--- src/hw/rtl/esfc_pkg.sv ---
// Shared types and constants for the encoder SYNC frame collector.
package esfc_pkg;

	localparam int SLOTS       = 4;
	localparam int MODULES_DEF = 4;
	localparam int QDEPTH      = 4;

	localparam logic [10:0] HB_BASE  = 11'h700;
	localparam logic [10:0] HB_TOP   = 11'h77F;
	localparam logic [10:0] SYNC_ID  = 11'h080;
	localparam logic [3:0]  HB_LEN   = 4'd1;
	localparam logic [3:0]  POS_LEN  = 4'd4;
	localparam logic [15:0] CNT_MAX  = 16'hFFFF;

	// configuration register indexes
	localparam logic [2:0] REG_NODE0      = 3'd0;
	localparam logic [2:0] REG_NODE1      = 3'd1;
	localparam logic [2:0] REG_NODE2      = 3'd2;
	localparam logic [2:0] REG_NODE3      = 3'd3;
	localparam logic [2:0] REG_HB_TIMEOUT = 3'd4;
	localparam logic [2:0] REG_PDO_BASE   = 3'd5;

	localparam logic [15:0] HB_TIMEOUT_RST = 16'd300;
	localparam logic [10:0] PDO_BASE_RST   = 11'd640;

	// frame counter slots
	localparam int CNT_STALE   = 0;
	localparam int CNT_UNKNOWN = 1;
	localparam int CNT_REJECT  = 2;
	localparam int CNT_DUP     = 3;

	localparam logic KIND_SYNC   = 1'b0;
	localparam logic KIND_REPORT = 1'b1;

	typedef enum logic [1:0] {
		CMD_START  = 2'd0,
		CMD_FRAME  = 2'd1,
		CMD_TICK   = 2'd2,
		CMD_REPORT = 2'd3
	} cmd_t;

	// classified item as it travels from front to back
	typedef struct packed {
		cmd_t        cmd;
		logic        hb_hit;
		logic [1:0]  hb_slot;
		logic        pdo_hit;
		logic [1:0]  pdo_slot;
		logic        len_ok;
		logic [31:0] payload;
		logic [31:0] rx_time;
	} entry_t;

	typedef struct packed {
		logic        kind;
		logic [10:0] sync_can_id;
		logic [1:0]  module_index;
		logic [31:0] position;
		logic        position_valid;
		logic        heartbeat_alive;
		logic [7:0]  hb_state;
		logic [15:0] stale_count;
		logic [15:0] unknown_count;
		logic [15:0] rejected_count;
		logic [15:0] duplicate_count;
		logic        last;
	} result_t;

endpackage

--- src/hw/rtl/encoder_sync_frame_collector_unit.sv ---
// Top level of the encoder SYNC frame collector.
//
//  channel   direction  handshake               payload
//  s_*       in         s_tvalid / s_tready     s_tuser command, s_tdata frame fields
//  m_*       out        m_tvalid / m_tready     m_tuser kind, m_tdata report, m_tlast
//  cfg_*     in         cfg_valid / cfg_ready   cfg_index, cfg_data
//
// Frames and ticks retire one per cycle at the head of the queue; a start yields
// one result, a report one per active slot, each waiting on the single result register.
// Input items pass through a four-entry queue, so s_tready stays high while
// the output is stalled until that queue fills. Reset clears all cycle,
// heartbeat and counter state at once; there is no clearing pass.
module encoder_sync_frame_collector_unit #(
	parameter int MODULES = esfc_pkg::MODULES_DEF
) (
	input  logic         clk,
	input  logic         arst_n,
	input  logic         s_tvalid,
	output logic         s_tready,
	input  logic [1:0]   s_tuser,   // command
	input  logic [79:0]  s_tdata,   // can_id, frame_length, payload_low, rx_time, pad
	output logic         m_tvalid,
	input  logic         m_tready,
	output logic [0:0]   m_tuser,   // result_kind
	output logic [119:0] m_tdata,   // sync_can_id, module_index, position, position_valid,
	                                // heartbeat_alive, hb_state, stale_count,
	                                // unknown_count, rejected_count, duplicate_count, pad
	output logic         m_tlast,
	input  logic         cfg_valid,
	output logic         cfg_ready,
	input  logic [2:0]   cfg_index,
	input  logic [15:0]  cfg_data
);

	esfc_pkg::entry_t  entry;
	esfc_pkg::entry_t  head;
	esfc_pkg::result_t res;
	logic              head_valid;
	logic              pop;
	logic              full;
	logic [15:0]       hb_timeout;

	assign cfg_ready = 1'b1;
	assign s_tready  = !full;

	esfc_front #(.MODULES(MODULES)) u_front (
		.clk          (clk),
		.arst_n       (arst_n),
		.cfg_valid    (cfg_valid),
		.cfg_index    (cfg_index),
		.cfg_data     (cfg_data),
		.cmd          (esfc_pkg::cmd_t'(s_tuser)),
		.can_id       (s_tdata[10:0]),
		.frame_length (s_tdata[14:11]),
		.payload_low  (s_tdata[46:15]),
		.rx_time      (s_tdata[78:47]),
		.entry        (entry),
		.hb_timeout   (hb_timeout)
	);

	esfc_queue u_queue (
		.clk        (clk),
		.arst_n     (arst_n),
		.push       (s_tvalid),
		.push_data  (entry),
		.full       (full),
		.pop        (pop),
		.head       (head),
		.head_valid (head_valid)
	);

	esfc_back #(.MODULES(MODULES)) u_back (
		.clk        (clk),
		.arst_n     (arst_n),
		.head       (head),
		.head_valid (head_valid),
		.pop        (pop),
		.hb_timeout (hb_timeout),
		.out_ready  (m_tready),
		.out_valid  (m_tvalid),
		.out_data   (res)
	);

	assign m_tuser = res.kind;
	assign m_tlast = res.last;
	assign m_tdata = {1'b0,
		res.duplicate_count, res.rejected_count, res.unknown_count, res.stale_count,
		res.hb_state, res.heartbeat_alive, res.position_valid, res.position,
		res.module_index, res.sync_can_id};

endmodule

--- src/hw/rtl/esfc_front.sv ---
// Front end: configuration registers and frame classification against them.
module esfc_front #(
	parameter int MODULES = esfc_pkg::MODULES_DEF
) (
	input  logic              clk,
	input  logic              arst_n,
	input  logic              cfg_valid,
	input  logic [2:0]        cfg_index,
	input  logic [15:0]       cfg_data,
	input  esfc_pkg::cmd_t    cmd,
	input  logic [10:0]       can_id,
	input  logic [3:0]        frame_length,
	input  logic [31:0]       payload_low,
	input  logic [31:0]       rx_time,
	output esfc_pkg::entry_t  entry,
	output logic [15:0]       hb_timeout
);

	localparam int ACTIVE = (MODULES < esfc_pkg::SLOTS) ? MODULES : esfc_pkg::SLOTS;

	logic [6:0]  node_q [esfc_pkg::SLOTS];
	logic [15:0] timeout_q;
	logic [10:0] base_q;

	always_ff @(posedge clk or negedge arst_n) begin
		if (!arst_n) begin
			for (int i = 0; i < esfc_pkg::SLOTS; i++) begin
				node_q[i] <= 7'(i + 1);
			end
			timeout_q <= esfc_pkg::HB_TIMEOUT_RST;
			base_q    <= esfc_pkg::PDO_BASE_RST;
		end else if (cfg_valid) begin
			unique case (cfg_index) inside
				esfc_pkg::REG_NODE0, esfc_pkg::REG_NODE1,
				esfc_pkg::REG_NODE2, esfc_pkg::REG_NODE3: node_q[cfg_index[1:0]] <= cfg_data[6:0];
				esfc_pkg::REG_HB_TIMEOUT: timeout_q <= cfg_data;
				esfc_pkg::REG_PDO_BASE:   base_q    <= cfg_data[10:0];
				default: ;
			endcase
		end
	end

	assign hb_timeout = timeout_q;

	logic        hb_range;
	logic [11:0] pdo_diff;
	logic        pdo_range;
	logic        hb_found;
	logic [1:0]  hb_slot;
	logic        pdo_found;
	logic [1:0]  pdo_slot;

	assign hb_range  = (can_id > esfc_pkg::HB_BASE) && (can_id <= esfc_pkg::HB_TOP)
		&& (frame_length == esfc_pkg::HB_LEN);
	assign pdo_diff  = {1'b0, can_id} - {1'b0, base_q};
	// base < id <= base + 127
	assign pdo_range = !pdo_diff[11] && (pdo_diff[10:7] == 4'd0) && (pdo_diff[6:0] != 7'd0);

	// lowest matching slot wins, node zero matches nothing
	always_comb begin
		hb_found  = 1'b0;
		hb_slot   = '0;
		pdo_found = 1'b0;
		pdo_slot  = '0;
		for (int i = ACTIVE - 1; i >= 0; i--) begin
			if (node_q[i] != 7'd0 && node_q[i] == can_id[6:0]) begin
				hb_found = 1'b1;
				hb_slot  = 2'(i);
			end
			if (node_q[i] != 7'd0 && node_q[i] == pdo_diff[6:0]) begin
				pdo_found = 1'b1;
				pdo_slot  = 2'(i);
			end
		end
	end

	always_comb begin
		entry.cmd      = cmd;
		entry.hb_hit   = hb_range && hb_found;
		entry.hb_slot  = hb_slot;
		entry.pdo_hit  = pdo_range && pdo_found;
		entry.pdo_slot = pdo_slot;
		entry.len_ok   = (frame_length == esfc_pkg::POS_LEN);
		entry.payload  = payload_low;
		entry.rx_time  = rx_time;
	end

endmodule

--- src/hw/rtl/esfc_queue.sv ---
// Short FIFO of classified items between front and back.
module esfc_queue (
	input  logic              clk,
	input  logic              arst_n,
	input  logic              push,
	input  esfc_pkg::entry_t  push_data,
	output logic              full,
	input  logic              pop,
	output esfc_pkg::entry_t  head,
	output logic              head_valid
);

	localparam int PW = $clog2(esfc_pkg::QDEPTH);

	esfc_pkg::entry_t mem_q [esfc_pkg::QDEPTH];
	logic [PW-1:0]    wptr_q;
	logic [PW-1:0]    rptr_q;
	logic [PW:0]      count_q;

	logic do_push;
	logic do_pop;

	assign full       = (count_q == (PW+1)'(esfc_pkg::QDEPTH));
	assign head_valid = (count_q != '0);
	assign head       = mem_q[rptr_q];
	assign do_push    = push && !full;
	assign do_pop     = pop && head_valid;

	always_ff @(posedge clk) begin
		if (do_push) begin
			mem_q[wptr_q] <= push_data;
		end
	end

	always_ff @(posedge clk or negedge arst_n) begin
		if (!arst_n) begin
			wptr_q  <= '0;
			rptr_q  <= '0;
			count_q <= '0;
		end else begin
			if (do_push) begin
				wptr_q <= wptr_q + PW'(1);
			end
			if (do_pop) begin
				rptr_q <= rptr_q + PW'(1);
			end
			if (do_push && !do_pop) begin
				count_q <= count_q + (PW+1)'(1);
			end else if (!do_push && do_pop) begin
				count_q <= count_q - (PW+1)'(1);
			end
		end
	end

endmodule

--- src/hw/rtl/esfc_back.sv ---
// Back end: cycle state, heartbeat tracking, counters and result sequencing.
module esfc_back #(
	parameter int MODULES = esfc_pkg::MODULES_DEF
) (
	input  logic               clk,
	input  logic               arst_n,
	input  esfc_pkg::entry_t   head,
	input  logic               head_valid,
	output logic               pop,
	input  logic [15:0]        hb_timeout,
	input  logic               out_ready,
	output logic               out_valid,
	output esfc_pkg::result_t  out_data
);

	localparam int ACTIVE = (MODULES < esfc_pkg::SLOTS) ? MODULES : esfc_pkg::SLOTS;
	localparam int SW     = (ACTIVE > 1) ? $clog2(ACTIVE) : 1;

	logic [31:0] time_q;
	logic [31:0] start_q;
	logic [31:0] tdiff_q;   // time_q - start_q, kept incrementally
	logic [31:0] pos_q    [ACTIVE];
	logic [31:0] stamp_q  [ACTIVE];
	logic [7:0]  nstate_q [ACTIVE];
	logic [ACTIVE-1:0] pseen_q;
	logic [ACTIVE-1:0] hbseen_q;
	logic [15:0] cnt_q [4];
	logic [1:0]  idx_q;

	esfc_pkg::result_t out_q;
	logic              out_valid_q;

	logic        out_free;
	logic [31:0] d;
	logic        pre_start;
	logic [SW-1:0] rsel;
	logic [31:0] age;
	logic        alive;
	logic        last_beat;
	logic        load;
	esfc_pkg::result_t res;
	logic        do_frame;
	logic        do_tick;
	logic        do_start;
	logic        do_beat;

	assign out_free  = !out_valid_q || out_ready;
	assign d         = start_q - head.rx_time;
	assign pre_start = (head.rx_time != 32'd0) && (d != 32'd0) && !d[31];
	assign rsel      = idx_q[SW-1:0];
	assign age       = time_q - stamp_q[rsel];
	assign alive     = hbseen_q[rsel] && (age < {16'd0, hb_timeout});
	assign last_beat = (idx_q == 2'(ACTIVE - 1));

	always_comb begin
		do_frame = 1'b0;
		do_tick  = 1'b0;
		do_start = 1'b0;
		do_beat  = 1'b0;
		pop      = 1'b0;
		if (head_valid) begin
			unique case (head.cmd)
				esfc_pkg::CMD_FRAME: begin
					do_frame = 1'b1;
					pop      = 1'b1;
				end
				esfc_pkg::CMD_TICK: begin
					do_tick = 1'b1;
					pop     = 1'b1;
				end
				esfc_pkg::CMD_START: begin
					do_start = out_free;
					pop      = out_free;
				end
				esfc_pkg::CMD_REPORT: begin
					do_beat = out_free;
					pop     = out_free && last_beat;
				end
				default: ;
			endcase
		end
	end

	assign load = do_start || do_beat;

	always_comb begin
		res = '0;
		if (do_start) begin
			res.kind        = esfc_pkg::KIND_SYNC;
			res.sync_can_id = esfc_pkg::SYNC_ID;
			res.last        = 1'b1;
		end else begin
			res.kind            = esfc_pkg::KIND_REPORT;
			res.module_index    = idx_q;
			res.position        = pos_q[rsel];
			res.position_valid  = pseen_q[rsel];
			res.heartbeat_alive = alive;
			res.hb_state        = nstate_q[rsel];
			res.stale_count     = cnt_q[esfc_pkg::CNT_STALE];
			res.unknown_count   = cnt_q[esfc_pkg::CNT_UNKNOWN];
			res.rejected_count  = cnt_q[esfc_pkg::CNT_REJECT];
			res.duplicate_count = cnt_q[esfc_pkg::CNT_DUP];
			res.last            = last_beat;
		end
	end

	always_ff @(posedge clk) begin
		if (load) begin
			out_q <= res;
		end
	end

	always_ff @(posedge clk or negedge arst_n) begin
		if (!arst_n) begin
			out_valid_q <= 1'b0;
			idx_q       <= '0;
		end else begin
			if (load) begin
				out_valid_q <= 1'b1;
			end else if (out_ready) begin
				out_valid_q <= 1'b0;
			end
			if (do_beat) begin
				idx_q <= last_beat ? 2'd0 : idx_q + 2'd1;
			end
		end
	end

	always_ff @(posedge clk or negedge arst_n) begin
		if (!arst_n) begin
			time_q   <= '0;
			start_q  <= '0;
			tdiff_q  <= '0;
			pseen_q  <= '0;
			hbseen_q <= '0;
			for (int i = 0; i < ACTIVE; i++) begin
				pos_q[i]    <= '0;
				stamp_q[i]  <= '0;
				nstate_q[i] <= '0;
			end
			for (int i = 0; i < 4; i++) begin
				cnt_q[i] <= '0;
			end
		end else begin
			if (do_tick) begin
				time_q  <= time_q + 32'd1;
				tdiff_q <= tdiff_q + 32'd1;
			end
			if (do_start) begin
				start_q <= time_q;
				tdiff_q <= '0;
				pseen_q <= '0;
				for (int i = 0; i < ACTIVE; i++) begin
					pos_q[i] <= '0;
				end
				for (int i = 0; i < 4; i++) begin
					cnt_q[i] <= '0;
				end
			end
			if (do_frame) begin
				if (head.hb_hit) begin
					// stamp = time_now - age; for an old frame that is tdiff + rx_time
					stamp_q[head.hb_slot[SW-1:0]]  <= pre_start ? tdiff_q + head.rx_time : time_q;
					hbseen_q[head.hb_slot[SW-1:0]] <= 1'b1;
					nstate_q[head.hb_slot[SW-1:0]] <= head.payload[7:0];
				end else if (pre_start) begin
					if (cnt_q[esfc_pkg::CNT_STALE] != esfc_pkg::CNT_MAX)
						cnt_q[esfc_pkg::CNT_STALE] <= cnt_q[esfc_pkg::CNT_STALE] + 16'd1;
				end else if (!head.pdo_hit) begin
					if (cnt_q[esfc_pkg::CNT_UNKNOWN] != esfc_pkg::CNT_MAX)
						cnt_q[esfc_pkg::CNT_UNKNOWN] <= cnt_q[esfc_pkg::CNT_UNKNOWN] + 16'd1;
				end else if (!head.len_ok) begin
					if (cnt_q[esfc_pkg::CNT_REJECT] != esfc_pkg::CNT_MAX)
						cnt_q[esfc_pkg::CNT_REJECT] <= cnt_q[esfc_pkg::CNT_REJECT] + 16'd1;
				end else if (pseen_q[head.pdo_slot[SW-1:0]]) begin
					if (cnt_q[esfc_pkg::CNT_DUP] != esfc_pkg::CNT_MAX)
						cnt_q[esfc_pkg::CNT_DUP] <= cnt_q[esfc_pkg::CNT_DUP] + 16'd1;
				end else begin
					pos_q[head.pdo_slot[SW-1:0]]   <= head.payload;
					pseen_q[head.pdo_slot[SW-1:0]] <= 1'b1;
				end
			end
		end
	end

	assign out_valid = out_valid_q;
	assign out_data  = out_q;

endmodule
--- config.mk ---
export PLATFORM = sky130hd
export DESIGN_NAME = encoder_sync_frame_collector_unit
export DESIGN_NICKNAME = d
export VERILOG_FILES = /design/src/hw/rtl/esfc_pkg.sv /design/src/hw/rtl/encoder_sync_frame_collector_unit.sv /design/src/hw/rtl/esfc_front.sv /design/src/hw/rtl/esfc_queue.sv /design/src/hw/rtl/esfc_back.sv
export SDC_FILE = /design/constraint.sdc
export NUM_CORES = 2
export LEC_CHECK = 0
export BUFFER_PORTS_ARGS = -buffer_cell sky130_fd_sc_hd__buf_2
export CORE_UTILIZATION = 58
export CTS_BUF_LIST = sky130_fd_sc_hd__clkbuf_4
export DETAILED_ROUTE_END_ITERATION = 10
export PLACE_DENSITY = 0.76
export SLEW_MARGIN = 20
export SYNTH_ARGS = -nofsm -noshare
export SYNTH_HDL_FRONTEND = slang
export SYNTH_SLANG_ARGS = --single-unit
export TNS_END_PERCENT = 1
--- constraint.sdc ---
create_clock -name clk -period 6.8 [get_ports clk]
set_clock_uncertainty 0.1 [all_clocks]
set_input_delay 0 -clock clk [delete_from_list [all_inputs] [get_ports clk]]
set_output_delay 0 -clock clk [all_outputs]
set_load 0.01 [all_outputs]
; Word level (Yosys, flattened, before mapping)
; Memory sizes are Yosys's and may differ from the RTL's.
; Index checks and enable logic that the tools add are counted.
[word_totals]
latch_bits = 0
rom_bits = 0
memories = 1
output_inout_bits = 125
wordCells = 257
ff_bits = 642
mem_bits_rw = 292
[memory_table]
columns = memory, depth, width, read_ports, rd_ports_with_merged_regs, wr, line_no
row1 = u_queue.mem_q, 4, 73, 1, 0, 1, esfc_queue.sv:15  ; esfc_pkg::entry_t mem_q [esfc_pkg::QDEPTH];
[classes]
n_lt_le_gt_ge = 15
bitwise = 6
n_mux = 97
shift = 0
n_mul = 0
n_reduce_logical = 55
n_eq_ne = 24
n_addsub = 15
div = 0
[op_table]
columns = cell, count
row1 = $mux 128, 7
row2 = $mux 32, 10
row3 = $bwmux 128, 2
row4 = $mux 64, 3
row5 = $mux 16, 9
row6 = $bmux 32 s2, 2
row7 = $demux 32 s2, 2
row8 = $add 16x1->16 const B, 4
row9 = $add 32x1->32 const B, 2
row10 = $ne 16x16->1 const B, 4
row11 = $reduce_bool 32->1, 2
row12 = $sub 32x32->32, 2
row13 = $eq 7x7->1, 8
row14 = $mux 48, 1
row15 = $reduce_bool 7->1, 5
row16 = $add 32x32->32, 1
row17 = $bwmux 32, 1
row18 = $lt 32x16->1, 1
row19 = $mux 8, 4
row20 = $bwmux 28, 1
row21 = $mux 4, 7
row22 = $logic_and 1x1->1, 27
row23 = $mux 1, 27
row24 = $mux 2, 9
row25 = 37 further kinds, 71

; Longest topological paths before layout
; An unclocked memory read counts as a cell.
[depth]
word_depth = 13
depth_mapped = 28
mapped_depth_nobuf = 25

; Cells and area by module
; From an unflattened synthesis, not the netlist that was laid out.
[unflattened]
cells_unflattened = 3925
area_unflattened_um2 = 46734.8
[by_module_without_submodules]
columns = mod, seq_area_each_um2, instances, area_per_inst_um2, cells_each
row1 = esfc_back, 14819.2, 1, 31291.3, 3034
row2 = esfc_queue, 8943.6, 1, 10945.5, 416
row3 = esfc_front, 1390.1, 1, 4471.8, 470
row4 = encoder_sync_frame_collector_unit, 0.0, 1, 26.3, 5

; Least setup slack after synthesis
; OpenSTA, ideal clock, no wires.
[synth_timing]
kind = register -> register
startpoint = reg u_queue.rptr_q[1]
endpoint = reg u_back.out_q (netlist bit u_back.out_data[0]) (enable)
arrival_time_ps = 5381
stages_incl_launch_ff = 14
setup_time_ps = 1000
slack_ps = 319
required_time_ps = 5700
synth_period_minus_slack_ps = 6481
path_cell_list = dfrtp_1 clkbuf_1 clkbuf_1 buf_1 clkbuf_1 clkbuf_1 mux4_2 inv_1 ha_1 and2_1 nand2_1 clkbuf_1 clkbuf_1 nand2_1
[synth_between]
elab_chain_len = 5
word_cells_on_any_way = 8
[synth_lines]
columns = element, line_no
row1 = from (decl), esfc_queue.sv:17  ; logic [PW-1:0] rptr_q;
row2 = from (signal assigned), esfc_queue.sv:45  ; rptr_q <= rptr_q + PW'(1);
row3 = $mem_v2 4x73 *, n/a
row4 = $eq 2x2->1 / $logic_not 2->1 (equally long branches), esfc_back.sv:62  ; unique case (head.cmd)
row5 = $mux 1, esfc_back.sv:62
row6 = $mux 1, esfc_back.sv:61  ; if (head_valid) begin
row7 = $logic_or 1x1->1 *, esfc_back.sv:84  ; assign load = do_start || do_beat;
row8 = via u_back.load, esfc_back.sv:40  ; logic load;
row9 = to (signal assigned), esfc_back.sv:109  ; out_q <= res;
row10 = to (decl), esfc_back.sv:30  ; esfc_pkg::result_t out_q;
; The timed path passes the listed nets; every way through them passes the cells marked *.
; A chain may end at the register's enable or synchronous reset.

; Worst setup path in the final report
[layout_timing]
startpoint = reg u_back.idx_q[0]
endpoint = reg u_back.out_q (netlist bit u_back.out_data[73]), data pin
[layout_between]
elab_chain_len = 7
word_cells_on_any_way = 9
[layout_lines]
columns = element, line_no
row1 = from (decl), esfc_back.sv:28  ; logic [1:0] idx_q;
row2 = from (signal assigned), esfc_back.sv:124  ; idx_q <= last_beat ? 2'd0 : idx_q + 2'd1;
row3 = $not 2->3 (not written as such), esfc_back.sv:51  ; assign age = time_q - stamp_q[rsel];
row4 = $bmux 32 s2, esfc_back.sv:51
row5 = $mux 32 (not written as such) (2 in series), esfc_back.sv:51
row6 = $sub 32x32->32, esfc_back.sv:51
row7 = $lt 32x16->1, esfc_back.sv:52  ; assign alive = hbseen_q[rsel] && (age < {16'd0, hb_timeout});
row8 = $logic_and 1x1->1 *, esfc_back.sv:52
; Mark *: on every way between the ends. The rest lies on a longest branch, timed or not. The select of a mux whose other input is x is not followed.

==> results.yml <==
sta:
  fmax_mhz: 159.8
  maxSlewHeadroom_pct: 22.09
  rsz0062_at_grt: "no"
  setup_violations: 0
  final.setup.tns_ns: 0
  tightestPinTransition_ns: 1.160
  fin_worst_hold_slack_ns: 0.1243
  fin_crit_sh_pct: 92.06
  slew_viol_final: 0
  period_minus_slack_ns: 6.260
  hold_viol: 0
finish:
  drive_above_1_share_pct: 19.43
  layout.cells.most_common_list: "553 x nand2_1, 506 x dfrtp_1, 403 x edfxtp_1, 345 x clkbuf_4, 286 x o21ai_0"
  final_common_cell: "nand2_1"
  synthToLayoutAreaGrowth_pct: 16.35
  nets: 4673
placement:
  numPortBuffers: 217
  dpl.hpwl_um: 72800
  gp_congestion: 0.9359
global_routing:
  antenna_found_initial: 5
  grt_pass1_vias: 32750
  grt_first_pass_wirelength_um: 178500
  grt_max_degree: 171
  grt.total_usage_pct: 28.96
  grt_overflow: 0
die:
  die_area_um2: 79460
  initial_core_util_pct: 58.65
  num_rows: 102
  io_pins: 231
  core_um2: 77470
  die_height_um: 281.9
  die_x_um: 281.9
synth:
  ys_warn_count: 0
  netlist_instances: 3893
  synth_area_leaders: "dfrtp_1 28%, edfxtp_1 27%, mux4_2 5.7%"
  async_flop_share_pct: 56.39
  ys_seq_elements: 924
  avgSynthCellArea_um2: 11.67
  ys_types: 83
  synth_edf_count: 403
  synth_area_um2: 45440
  synth_top_area_cell: "dfrtp_1"
  seq_area_frac_synth_pct: 55.36
  dominantRegCellSynth: "dfrtp_1"
  yosysTopAreaCellShare_pct: 28.09
min_path:
  whs_path_depth: 3
  hp-start: "s_tdata[27]"
  hold_path_class: "primary input to flop"
  worst_hold_path.endpoint: "u_queue.mem_q[3][44]$_DFFE_PP_"
routing:
  post_drt_wl_per_cell_um: 19.95
  drc: 0
  viasPerCell: 5.783
  vias: 32739
  first_pass_iters: 6
  totalWireLength_um: 112900
  drtAntennaViolNets: 0
  initialDrtViolationCount: 3074
power_and_ir_drop:
  p_leak_nw: 23.22
  power_frac_seq_pct: 36.8
  p_clk_share_pct: 20.8
  vdd_drop_max_v: 0.0002461
  p_int_mw: 13.46
  p_switching_mw: 9.044
  swShare_pct: 40.19
  comb_power_share_pct: 42.5
  power_density_nw_per_um2: 425.6
clock_tree:
  cts_buffers: 225
  clockRootBuffer: "clkbuf_4"
  cts_tree: "yes"
  htree_num_levels: 4
  cts.sinks: 924
  post-cts-setup-buffers: 0
  clk_pin_slew_ns: 0.07
  clock_latency_ns: 1.08
  clk_path_buf_depth: 3
worst_setup_path:
  crit_required_ns: 7.59
  cp-end-kind: "flop"
  arrival_ns: 7.05
  worstPathMaxFanout: 14
  r2r-start: "u_back.idx_q[0]$_DFFE_PN0P_"
  ff2ff_setup_slack_ns: 0.54
  reg2reg_depth: 24
  r2r_end: "u_back.out_data[73]$_SDFFCE_PP0P_"
  setup.worst_path.start: "u_back.idx_q[0]$_DFFE_PN0P_"
  cp-start-kind: "flop"
  crit_type: "flop to flop"
run:
  drv_cap: 0
run_status:
  status: "finished clean"
worst max path at each step:
stage	to	depth (start not counted)
final	u_back.out_data[73]$_SDFFCE_PP0P_	24
after detailed placement	u_back.out_data[73]$_SDFFCE_PP0P_	24
after global placement	u_back.out_data[73]$_SDFFCE_PP0P_	24
after floorplan	u_back.out_data[0]$_SDFFCE_PP1P_	13
after CTS	u_back.out_data[73]$_SDFFCE_PP0P_	24
after global routing	u_back.out_data[73]$_SDFFCE_PP0P_	24
through the flow:
step	setup slack, ns	cell area [um^2]	instances	utilization [%]	power, mW
finish	0.5402	52870	5661	68.24	22.50
global placement	0.5144	47550	5011	61.38	17.45
global route	0.1461	52860	5660	68.24	23.93
CTS	0.4831	52850	5656	68.22	22.49
floorplan	0.3189	45470	3903	-	14.70
detailed placement	0.4459	47550	5011	61.38	17.67
cells in the mapped netlist (22+ instances only):
master	instances
nand2_1	556
buf_2	22
mux2_2	95
dfrtp_1	510
nand3_1	78
nor2_1	161
o21ai_0	286
a21o_1	36
nand2b_1	37
edfxtp_1	403
clkbuf_1	138
a21oi_1	133
nand4_1	41
xor2_1	104
mux2i_1	200
and3_1	42
nor3_1	66
mux4_2	116
xnor2_1	106
inv_1	165
nor2b_1	115
ha_1	135
repair_timing:
action	4_1_cts	5_1_grt
setup endpoints to repair	0	0
hold buffers	229	0
hold endpoints to repair	1164	0
gates resized for setup	0	0
kinds of logic (layout without fill, tap and decap cells):
logic type	count (synthesis)	count (layout)	synth area share (%)
AO/OA/AOI/OAI	646	646	8.473
flip-flops	924	924	55.36
multiplexers	414	414	12.58
other	2	17	0.01653
XOR/XNOR	210	210	4.048
AND/OR/NAND/NOR	1199	1199	12.39
adder cells (fa/ha/maj)	140	140	3.938
buffers and inverters	358	1071	3.192
sequential cells by signal (all words and copies together) (netlist names), 11 cells and up:
name / flops
u_front.node_q: 28
u_back.out_data: 111
u_back.nstate_q: 32
u_back.stamp_q: 128
u_back.time_q: 32
u_back.pos_q: 128
u_back.tdiff_q: 32
u_back.cnt_q: 64
u_front.hb_timeout: 16
u_front.base_q: 11
u_back.start_q: 32
u_queue.mem_q: 292
worst max-delay path, cell delays in order (launching register included):
cell	delay, ns
dfrtp_4	0.51
buf_4	0.34
mux4_2	0.54
inv_1	0.07
ha_1	0.15
a21boi_0	0.44
o31a_1	0.26
nand2_1	0.09
o21ai_0	0.33
a21oi_1	0.12
nor2_1	0.10
nor2_1	0.06
xnor2_1	0.12
ha_1	0.29
a21oi_1	0.15
nor2b_1	0.05
o21ai_0	0.28
nand4_1	0.14
a311oi_1	0.29
o2111ai_1	0.14
a21oi_1	0.14
o41ai_1	0.08
or4_1	0.40
or4_1	0.53
a2111oi_0	0.37
area by class of cell:
cell class	instances	area (um^2)
multi-input combinational	2621	18940
clock buffer	345	2590
clock inverter	71	404.1
inverter	165	624.3
antenna	5	12.51
fill	5676	24600
timing repair buffer	490	3824
tap	1040	1301
sequential	924	25170
routing by layer:
layer  global-route usage (%)  wire length (um)
met1                    41.03             49250
met4                    10.76              3177
met5                        0                 0
met3                    5.519              7770
met2                    44.65             52710
power groups by stage:
stage               sequential [mW]  combinational [mW]  clock, mW
global placement               8.31                9.15          0
finish                         8.27                9.56       4.67
global route                   8.42                10.4       5.07
detailed placement             8.36                9.31          0
CTS                            8.26                9.49       4.74
floorplan                      8.31                6.39          0
Note: power is estimated with default switching activity, not from simulation.
